[config.mk]
export PLATFORM = sky130hd
export DESIGN_NAME = rmq_div_pipe
export DESIGN_NICKNAME = d
export VERILOG_FILES = /design/src/rtl/rmq_pkg.sv /design/src/rtl/rmq_div_pipe.sv
export SDC_FILE = /design/constraint.sdc
export NUM_CORES = 2
export LEC_CHECK = 0
export BUFFER_PORTS_ARGS = -buffer_cell sky130_fd_sc_hd__buf_4
export CAP_MARGIN = 15
export CORE_MARGIN = 5
export CORE_UTILIZATION = 24
export DETAILED_ROUTE_END_ITERATION = 6
export PLACE_DENSITY_LB_ADDON = 0.1
export SETUP_SLACK_MARGIN = 0.15
export SLEW_MARGIN = 10
export SYNTH_ARGS = -nofsm -noshare
export SYNTH_HDL_FRONTEND = slang
export SYNTH_SLANG_ARGS = --single-unit
[constraint.sdc]
create_clock -name clk -period 5.76 [get_ports clk]
set_input_delay 0.288 -clock clk [delete_from_list [all_inputs] [get_ports clk]]
set_output_delay 0.288 -clock clk [all_outputs]
set_load 0.1 [all_outputs]
[src/rtl/rmq_pkg.sv]
// shared types and constants for the rotation matrix to quaternion block
// no dependencies
package rmq_pkg;

  localparam int IN_W  = 19;  // matrix element width
  localparam int NUM_W = 20;  // sum or difference of two elements
  localparam int Q_W   = 19;  // quaternion component width
  localparam int QUO_W = 18;  // quotient bits below the saturation point

  localparam logic signed [Q_W-1:0] Q_MAX = {1'b0, {(Q_W-1){1'b1}}};
  localparam logic signed [Q_W-1:0] Q_MIN = {1'b1, {(Q_W-1){1'b0}}};

  typedef enum logic [1:0] {
    BR_TRACE = 2'd0,
    BR_X     = 2'd1,
    BR_Y     = 2'd2,
    BR_Z     = 2'd3
  } branch_t;

  // side data that travels with an item next to the root
  typedef struct packed {
    branch_t                 branch;
    logic                    degen;
    logic signed [NUM_W-1:0] n0;
    logic signed [NUM_W-1:0] n1;
    logic signed [NUM_W-1:0] n2;
  } meta_t;

endpackage

[src/rtl/rmq_div_pipe.sv]
// pipelined scale of a signed value by 2^frac / divisor, saturated
// depends on rmq_pkg (widths, saturation limits)
module rmq_div_pipe #(
  parameter int FRAC_BITS = 16,
  parameter int D_W       = 20
) (
  input  logic                                 clk,
  input  logic                                 en,
  input  logic signed [rmq_pkg::NUM_W-1:0]     in_n,
  input  logic [D_W-1:0]                       in_d,
  output logic signed [rmq_pkg::Q_W-1:0]       out_q
);

  localparam int QW  = rmq_pkg::QUO_W;
  localparam int N_W = rmq_pkg::NUM_W + FRAC_BITS;
  localparam int C_W = (N_W > D_W + QW) ? N_W : D_W + QW;

  // front stage: magnitude, sign and overflow test
  logic [rmq_pkg::NUM_W-1:0] mag;
  logic [C_W-1:0]            numer;
  logic [C_W-1:0]            dlim;

  assign mag   = in_n[rmq_pkg::NUM_W-1] ? rmq_pkg::NUM_W'(-in_n) : rmq_pkg::NUM_W'(in_n);
  assign numer = C_W'(mag) << FRAC_BITS;
  assign dlim  = C_W'(in_d) << QW;

  logic [C_W-1:0] rem_f_r;
  logic [D_W-1:0] d_f_r;
  logic           neg_f_r;
  logic           ovf_f_r;

  always_ff @(posedge clk) begin
    if (en) begin
      rem_f_r <= numer;
      d_f_r   <= in_d;
      neg_f_r <= in_n[rmq_pkg::NUM_W-1];
      ovf_f_r <= numer >= dlim;
    end
  end

  logic [C_W-1:0] rem_r [QW];
  logic [D_W-1:0] d_r   [QW];
  logic [QW-1:0]  q_r   [QW];
  logic           neg_r [QW];
  logic           ovf_r [QW];

  genvar k;
  generate
    for (k = 0; k < QW; k++) begin : g_stage
      localparam int B = QW - 1 - k;  // quotient bit handled here
      logic [C_W-1:0] rem_in;
      logic [D_W-1:0] d_in;
      logic [QW-1:0]  q_in;
      logic           neg_in;
      logic           ovf_in;
      logic [C_W-1:0] dsh;
      logic           ge;

      if (k == 0) begin : g_first
        assign rem_in = rem_f_r;
        assign d_in   = d_f_r;
        assign q_in   = '0;
        assign neg_in = neg_f_r;
        assign ovf_in = ovf_f_r;
      end else begin : g_next
        assign rem_in = rem_r[k-1];
        assign d_in   = d_r[k-1];
        assign q_in   = q_r[k-1];
        assign neg_in = neg_r[k-1];
        assign ovf_in = ovf_r[k-1];
      end

      assign dsh = C_W'(d_in) << B;
      assign ge  = rem_in >= dsh;

      always_ff @(posedge clk) begin
        if (en) begin
          rem_r[k] <= ge ? rem_in - dsh : rem_in;
          d_r[k]   <= d_in;
          q_r[k]   <= {q_in[QW-2:0], ge};
          neg_r[k] <= neg_in;
          ovf_r[k] <= ovf_in;
        end
      end
    end
  endgenerate

  logic signed [rmq_pkg::Q_W-1:0] q_ext;
  assign q_ext = $signed(rmq_pkg::Q_W'(q_r[QW-1]));

  always_comb begin
    if (ovf_r[QW-1]) begin
      out_q = neg_r[QW-1] ? rmq_pkg::Q_MIN : rmq_pkg::Q_MAX;
    end else begin
      out_q = neg_r[QW-1] ? -q_ext : q_ext;
    end
  end

endmodule

==> impl_results.md <==
* Largest net degree at the start of global routing at 162
* Worst hold slack at 0.261 ns
* Port buffer count at 60
* WP data arrival at 4.78 ns
* Worst slew margin at 28.0%
* Top post-synthesis cells by area: edfxtp_1, ha_1, xnor2_1
* Average size of a mapped cell at 11.4 um^2
* Max cap viols at 0
* Worst-Skew Late Latency at 0.77 ns
* Syn Std Cell Area at 0.0585 mm^2
* CTS Root Cell: clkbuf_16
* Post-synthesis compound-gate area fraction at 13.3%
* Top-Level Pins at 61
* Clk sink count at 1083
* Power after layout at 31.6 mW
* Synth-to-layout area growth at 16.2%
* CTS Buf Count at 137
* CP max FO at 24
* Reg2Reg Setup Slack at 1.49 ns
* Mean routed wirelength per cell at 18.0 um
* Largest family of logic cells by synthesized area: compound AO/OA/AOI/OAI gates
* Unique masters post-synth at 84
* Measured slew at the worst slew-check pin at 1.08 ns
* Vias in the first global route at 38400
* Syn Inst Count at 5138
* Setup_tns at 0 ns
* Highest Clock Rate at 0.234 GHz
* Maximum vdd drop at 0.226 mV
* First-pass detailed-route iteration total at 7
* Core footprint at 0.243 mm^2
* Worst-path clk slew at 0.06 ns
* CP Capture Type: flop
* Global-route total usage across every layer at 12.0%
* Chip width at 504 um
* Layout cells sized above 1 at 7.38%
* Most numerous cell in the Yosys netlist: edfxtp_1
* Final nets at 5765
* Die Height at 504 um
* CTS tree: done
* DR iter-0 viols at 2538
* Full die area at 0.254 mm^2
* Worst EP required at 6.28 ns
* Post-synthesis xor/xnor area fraction at 6.45%
* Failing checks: DRC
* Fin area at 0.0681 mm^2
* Worst min path class: input pin to flop
* Global-route wire length before repair at 239 mm
* Drt via density at 4.48
* Startpoint Class: flop
* Run status: finished with violations
* FF+latch count, synth at 1083
* Cts repair resizes at 0
* Clock Path Buffers at 3
* Post-layout util at 28.0%
* WS Path Type: flop to flop
* Number of flops mapped to enable cells by yosys at 1083
* Tmin final at 4.27 ns
* Cell Rows at 181
* Routed Antenna Nets at 0
* Leakage at 25.6 nW
* Final setup viols at 0
* Synth Area in Adders at 8.66%
* Worst R2R Path Depth at 9
* Post-Place Cell Area at 0.0631 mm^2
* FFs w/ async S/R, synth at 0%
* Ys flop type: edfxtp_1
* Vias post-DR at 38700
* Yosys warns at 0
* GP Congestion at 0.781
* WHS Path Cells at 2
* Final Hold Viols at 0
* DRC Markers at 3
* GRT overflow at 0
* Skew final at 0.0309 ns
* Sequential fraction of the synthesis area at 55.6%
* Total routed wirelength at 156 mm
* Htree depth at 4
* Fin. max-slew vios at 0
* Multiplexer area fraction after synthesis at 0.844%
* Total nets after synthesis at 5575
* Largest area contributor in the netlist: edfxtp_1
* Starting density of the core at 24.1%
* Most frequent cells after synthesis: edfxtp_1, inv_1, nand2_1, o21ai_0, ha_1
* RSZ-0062 raised after global routing: no
* Antenna violations before repair at 7
* Part of the cycle the worst path needs at 74.1%
* Pwr/cell area at 465 mW/mm^2
* Post-Synth Simple-Gate Area at 11.5%
* Share of Yosys cell area claimed by the top area cell type at 55.6%
* Placed wire-length estimate at 118 mm
[critical path: stages (launching register included)]
cell and delay, ns:
edfxtp_1 0.39, ha_1 0.38, nand3_1 0.12, a21oi_1 0.18
o21ai_1 0.13, a2111oi_1 0.91, o21ai_0 0.39, o21a_1 0.40
inv_1 0.68, mux2_2 0.41
[cells in the final DEF, fill, tap and decap left out, types with 61 or more instances in the layout]
master     count
a21o_1       155
a21oi_1      340
buf_4         91
clkbuf_16    143
edfxtp_1    1083
ha_1         378
inv_1        469
nand2_1      411
nand2b_1      76
nand3_1       69
nor2_1       288
nor2b_1       76
nor3_1       108
o21a_1        61
o21ai_0      394
xnor2_1      240
xor2_1       191
[cells by family (layout without fill, tap and decap cells)]
family	after synthesis	after routing
mux	44	44
fa+ha+maj	395	395
flops	1083	1083
other cells	0	2
xor+xnor	431	431
compound gates	1260	1260
buf+inv	567	866
simple gates	1358	1358
[registers in the layout, summed over array words and instances (netlist names)]
register	flops
q_r	171
rem_r	494
d_f_r	20
d_r	340
g_stage.ovf_in	1
neg_r	18
g_stage.rem_in	20
ovf_r	18
g_stage.neg_in	1
[through the flow]
stage,instances,worst slack [ns]
2_1_floorplan,5138,2.24
5_1_grt,8640,1.12
3_3_place_gp,8342,1.61
3_5_place_dp,8343,1.57
6_report,8641,1.49
4_1_cts,8639,1.53
[where the power goes]
group | total [mW] | internal, mW | switching, mW
Sequential | 12.4 | 11.0 | 1.38
Combinational | 10.6 | 4.45 | 6.17
Clock | 8.60 | 5.16 | 3.44
Total | 31.6 | 20.6 | 11.0
[layout make-up]
cell class,count,area (um^2)
Fill cell,25100,175000
Tap cell,3202,4010
Clock inverter,82,815
Sequential cell,1083,32500
Clock buffer,166,3660
Inverter,470,1760
Timing Repair Buffer,148,1320
Multi-Input combinational cell,3488,24000
Antenna cell,2,5.00
[worst paths after layout]
kind	endpoint	start
setup / recovery	rem_r[14][6]	rem_r[13][6]
hold / removal	d_f_r[17]	in_d[17]
setup reg to reg	rem_r[14][6]	rem_r[13][6]
hold reg to reg	q_r[16][12]	q_r[15][11]
[repair_timing]
item                      CTS  global route
hold endpoints to repair   60             0
setup buffers               0             0
hold buffers               48             0
[layer usage]
layer / routed length (um) / vias up / share of wire (%) / GRT usage, %
li1: - / 19300 / - / -
met1: 73800 / 18600 / 47 / 16.3
met2: 73400 / 574 / 47 / 19.9
met3: 5460 / 180 / 3.5 / 1.99
met4: 3310 / 2 / 2.1 / 3.21
met5: 12 / - / 0.0077 / 0
Power figures use the tool's default switching activity.
