**config.mk**
```make
export PLATFORM = sky130hd
export DESIGN_NAME = rmq_sqrt_pipe
export DESIGN_NICKNAME = d
export VERILOG_FILES = /design/src/rtl/rmq_pkg.sv /design/src/rtl/rmq_sqrt_pipe.sv
export SDC_FILE = /design/constraint.sdc
export NUM_CORES = 2
export LEC_CHECK = 0
export ABC_AREA = 1
export BUFFER_PORTS_ARGS = -buffer_cell sky130_fd_sc_hd__buf_2
export CAP_MARGIN = 20
export CORE_MARGIN = 2
export CORE_UTILIZATION = 46
export DETAILED_ROUTE_END_ITERATION = 10
export GPL_TIMING_DRIVEN = 0
export SYNTH_ARGS = -nofsm -noshare
export SYNTH_HDL_FRONTEND = slang
export SYNTH_SLANG_ARGS = --single-unit
```
**constraint.sdc**
```tcl
create_clock -name clk -period 1.9 [get_ports clk]
set_input_delay 0.19 -clock clk [delete_from_list [all_inputs] [get_ports clk]]
set_output_delay 0.19 -clock clk [all_outputs]
set_load 0.05 [all_outputs]
```
**src/rtl/rmq_pkg.sv**
```systemverilog
// shared types and constants for the rotation matrix to quaternion block
// no dependencies
package rmq_pkg;

  localparam int IN_W  = 19;  // matrix element width
  localparam int NUM_W = 20;  // sum or difference of two elements
  localparam int Q_W   = 19;  // quaternion component width
  localparam int QUO_W = 18;  // quotient bits below the saturation point

  localparam logic signed [Q_W-1:0] Q_MAX = {1'b0, {(Q_W-1){1'b1}}};
  localparam logic signed [Q_W-1:0] Q_MIN = {1'b1, {(Q_W-1){1'b0}}};

  typedef enum logic [1:0] {
    BR_TRACE = 2'd0,
    BR_X     = 2'd1,
    BR_Y     = 2'd2,
    BR_Z     = 2'd3
  } branch_t;

  // side data that travels with an item next to the root
  typedef struct packed {
    branch_t                 branch;
    logic                    degen;
    logic signed [NUM_W-1:0] n0;
    logic signed [NUM_W-1:0] n1;
    logic signed [NUM_W-1:0] n2;
  } meta_t;

endpackage

```
**src/rtl/rmq_sqrt_pipe.sv**
```systemverilog
// pipelined integer square root, one root bit per stage
// depends on rmq_pkg (meta_t)
module rmq_sqrt_pipe #(
  parameter int A_W = 38,
  parameter int R_W = 19
) (
  input  logic           clk,
  input  logic           rst_n,
  input  logic           en,
  input  logic           in_valid,
  input  logic [A_W-1:0] in_a,
  input  rmq_pkg::meta_t in_meta,
  output logic           out_valid,
  output logic [R_W-1:0] out_root,
  output rmq_pkg::meta_t out_meta
);

  localparam int PAD_W = 2 * R_W;
  localparam int RM_W  = R_W + 2;

  logic                 valid_r [R_W];
  logic [PAD_W-1:0]     a_r     [R_W];
  logic [R_W-1:0]       root_r  [R_W];
  logic [RM_W-1:0]      rem_r   [R_W];
  rmq_pkg::meta_t       meta_r  [R_W];

  genvar k;
  generate
    for (k = 0; k < R_W; k++) begin : g_stage
      localparam int P = R_W - 1 - k;  // bit pair handled here
      logic             v_in;
      logic [PAD_W-1:0] a_in;
      logic [R_W-1:0]   root_in;
      logic [RM_W-1:0]  rem_in;
      rmq_pkg::meta_t   m_in;
      logic [RM_W+1:0]  rem_sh;
      logic [RM_W+1:0]  trial;
      logic             ge;
      logic [RM_W+1:0]  rem_diff;

      if (k == 0) begin : g_first
        assign v_in    = in_valid;
        assign a_in    = PAD_W'(in_a);
        assign root_in = '0;
        assign rem_in  = '0;
        assign m_in    = in_meta;
      end else begin : g_next
        assign v_in    = valid_r[k-1];
        assign a_in    = a_r[k-1];
        assign root_in = root_r[k-1];
        assign rem_in  = rem_r[k-1];
        assign m_in    = meta_r[k-1];
      end

      assign rem_sh   = {rem_in, a_in[2*P+1 -: 2]};
      assign trial    = (RM_W+2)'({root_in, 2'b01});
      assign ge       = rem_sh >= trial;
      assign rem_diff = rem_sh - trial;

      always_ff @(posedge clk) begin
        if (!rst_n) begin
          valid_r[k] <= 1'b0;
        end else if (en) begin
          valid_r[k] <= v_in;
        end
      end

      always_ff @(posedge clk) begin
        if (en) begin
          a_r[k]    <= a_in;
          meta_r[k] <= m_in;
          root_r[k] <= {root_in[R_W-2:0], ge};
          rem_r[k]  <= ge ? rem_diff[RM_W-1:0] : rem_sh[RM_W-1:0];
        end
      end
    end
  endgenerate

  assign out_valid = valid_r[R_W-1];
  assign out_root  = root_r[R_W-1];
  assign out_meta  = meta_r[R_W-1];

endmodule

```
==> results by group <==
STA
  • Final hold vios: 7
  • Skew final: 0.0610 ns
  • Crit path time final: 2.22 ns
  • Max Fclk: 451 MHz
  • Final cycle utilization of the critical path: 117%
  • Max transition margin: 28.8%
  • Worst Tran Pin Value: 1.07 ns
  • Fin. max-slew vios: 0
  • Final setup viols: 332
  • Setup WS post-layout: -0.319 ns
  • Final Hold Slack: -0.0165 ns
  • RSZ-0062 raised after global routing: yes

Logic synthesis
  • Top-count cell post-synth: edfxtp_1
  • Seq cells post-synth: 2100
  • Seq/Total Area, Yosys: 75.3%
  • Syn nets: 6631
  • Post-synth EDFFs: 2099
  • Yosys warning count: 0
  • Ys async rst share: 0%
  • Synthesized area per cell: 13.3 sq um
  • Predominant post-synthesis flop cell: edfxtp_1
  • Top-area cell type share of the netlist area: 75.2%
  • Synth area leader: edfxtp_1
  • Synth top cells by count: edfxtp_1, nand2_1, inv_1, nor2_1, nand3_1
  • Synthesized instance count: 6316
  • Synth cell types: 57
  • Top cells by area, synth: edfxtp_1, nand2_1, inv_1, ha_1, nor2_1
  • Synthesized cell area: 83800 sq um

Global routing
  • First-pass GRT wire length: 254000 microns
  • Grt total ovfl: 0
  • Largest net degree at the start of global routing: 193
  • Vias in the first global route: 46700
  • GRT Total Usage: 17.4%
  • Initial antenna violation count: 5

Power
  • Pwr/cell area: 1050 nW/um^2
  • Switching part of the total: 25.2%
  • Total net switching power: 28.6 mW
  • Internal power: 84.9 mW
  • Gate power share: 14.4%
  • Total power: 113 mW
  • Sequential power share: 50.3%
  • Worst IR Drop VDD: 0.000838 V
  • Share of power burned in the clock network: 35.3%
  • LEAKAGE: 42.5 nW

Floorplan
  • Die Width: 431 microns
  • Initial core utilization: 46.3%
  • Die height: 431 microns
  • I/O pin count: 188
  • Die Area: 186000 sq um
  • Core area: 181000 sq um
  • Cell row count: 156

Clocking
  • TritonCTS sink count: 2100
  • Clock transition at path regs: 0.06 ns
  • Clk buf depth: 3
  • H-tree depth: 4
  • CTS root buffer: clkbuf_16
  • Clk Latency, worst-skew pair: 0.85 ns
  • CTS buffer count: 209
  • CTS tree: yes

Routing
  • Total Routed Length: 168000 microns
  • Drt wl/cell: 16.8 microns
  • Pre-antenna DRT Iters: 6
  • Detailed Route Iter0 Violations: 2852
  • Vias/cell: 4.85
  • Routed via count: 48300
  • # DRC: 0
  • Final ANT Viol Nets: 0

Run status
  • Status: finished, violations left
  • Failing checks: hold timing, setup timing

Cells and area
  • N_diodes: 0
  • Layout cells sized above 1: 31.5%
  • Register area: 63100 sq um
  • Layout Nets: 7721
  • Area of the multi-input gates: 23700 sq um
  • Filler cell count in the final layout: 14100
  • Fin util: 59.8%
  • Layout Area Growth over Synthesis: 29.0%

Place
  • Worst slack at placement: -2.89 ns
  • Routability cong.: 0.852
  • Buffers on Ports: 187
  • DP HPWL: 103000 microns

Setup path
  • Critical path type: reg -> reg
  • CP Data Required Time: 2.45 ns
  • CP most frequent cell: nand2_2
  • Worst R2R Path Depth: 11
  • CP endpoint kind: flop
  • WP buf/inv: 2
  • Largest fanout on the critical path: 7
  • Max incr delay on CP: 0.41 ns
  • Cells along the critical path: ha_1, buf_6, a21oi_2, nand2_2, nand2_2, nand2_4, nand2_4, nand4_4, buf_8, nand3_1, nand2_2
  • Crit path DAT: 2.77 ns
  • CP max-delay cell: edfxtp_1
  • CP startpoint kind: flop
  • CP Depth: 11
  • Crit path max-delay family: simple AND/OR/NAND/NOR gates

Min path
  • Worst hold stages: 2
  • HP Class: in -> reg

Flow run
  • Number of max-cap violations: 0
-- timing repair --
| item | CTS | global route |
|---|---|---|
| pin swaps | 233 | 340 |
| setup endpoints to repair | 1452 | 365 |
| cloned | 31 | 13 |
| gates resized for setup | 866 | 867 |
| setup buffers | 230 | 259 |
| hold buffers | 159 | 0 |
| endpoints found under the hold margin | 224 | 0 |
-- power by group through the flow --
stage                     Combinational, mW  Sequential (mW)  Clock [mW]
after floorplan                        6.96             57.3           0
after global placement                 6.36             56.9           0
after detailed placement               10.7             57.8           0
after CTS                              13.7             57.0        41.4
after global routing                   17.9             57.4        43.2
final                                  16.3             57.1        40.1
-- per-layer routing --
layer  routed length, microns  global-route usage [%]  up-vias
met5                        0                       0        -
met3                     5730                    2.78      300
li1                         -                       -    23900
met1                    73000                    22.8    23300
met2                    84100                    29.6      783
met4                     4670                    5.55        0
-- path summary, 6_finish.rpt --
path         slack (ns)               startpoint                 endpoint
min reg2reg        0.38  meta_r[7][53]$_DFFE_PP_  meta_r[8][53]$_DFFE_PP_
max               -0.32   rem_r[16][0]$_DFFE_PP_  rem_r[17][13]$_DFFE_PP_
max reg2reg       -0.32   rem_r[16][0]$_DFFE_PP_  rem_r[17][13]$_DFFE_PP_
min               -0.02                       en  meta_r[3][34]$_DFFE_PP_
-- kinds of logic after synthesis --
group | synth area share, %
AND/OR/NAND/NOR | 13.2
flip-flops | 75.3
buffers and inverters | 4.15
AO/OA/AOI/OAI | 2.73
adder cells (fa/ha/maj) | 3.14
XOR/XNOR | 1.49
other | 0.00448
-- state kept, by name (all words and copies together), names as in the netlist --
name and flops:
meta_r 1197, rem_r 352, a_r 342, root_r 190, valid_r 19
-- metrics by stage --
step / hold slack (ns) / instances / area [sq um] / setup TNS, ns
after CTS: 0.00174 / 9696 / 103000 / -56.85
after detailed placement: 0.368 / 8886 / 88200 / -2080.26
after global routing: 0.0194 / 9957 / 108000 / -80.15
after global placement: 0.366 / 8873 / 87800 / -
final: -0.0165 / 9957 / 108000 / -52.48
after floorplan: 0.289 / 6316 / 83900 / -0.0354
-- layout make-up --
type | count | share of cell area (%)
sequential | 2100 | 58.3
inverter | 824 | 2.95
buffer | 41 | 0.588
clock inverter | 130 | 1.24
clock buffer | 262 | 5.04
tap | 2370 | 2.74
timing repair buffer | 878 | 7.21
multi-input combinational | 3352 | 21.9
-- layout by cell type (no fill, tap or decap), types with 31 or more instances in the layout --
| master | count |
|---|---|
| edfxtp_1 | 2099 |
| nand2_1 | 1091 |
| inv_1 | 630 |
| buf_4 | 420 |
| nor2_1 | 363 |
| nand2_2 | 362 |
| clkbuf_16 | 220 |
| nand3_1 | 193 |
| buf_2 | 190 |
| nand2_4 | 181 |
| inv_2 | 171 |
| dlygate4sd3_1 | 158 |
| ha_4 | 147 |
| a21oi_1 | 83 |
| nand4_1 | 79 |
| xor2_1 | 79 |
| nand3b_1 | 78 |
| o21ai_2 | 69 |
| nor2_4 | 68 |
| a21oi_4 | 64 |
| xnor2_1 | 61 |
| ha_1 | 61 |
| buf_6 | 58 |
| a21oi_2 | 55 |
| clkbuf_1 | 53 |
| nor2_2 | 52 |
| nand3_2 | 46 |
| o21ai_0 | 45 |
| clkinv_2 | 39 |
| buf_12 | 31 |
| clkinv_1 | 31 |
No activity file was read; power rests on OpenSTA's default activity.
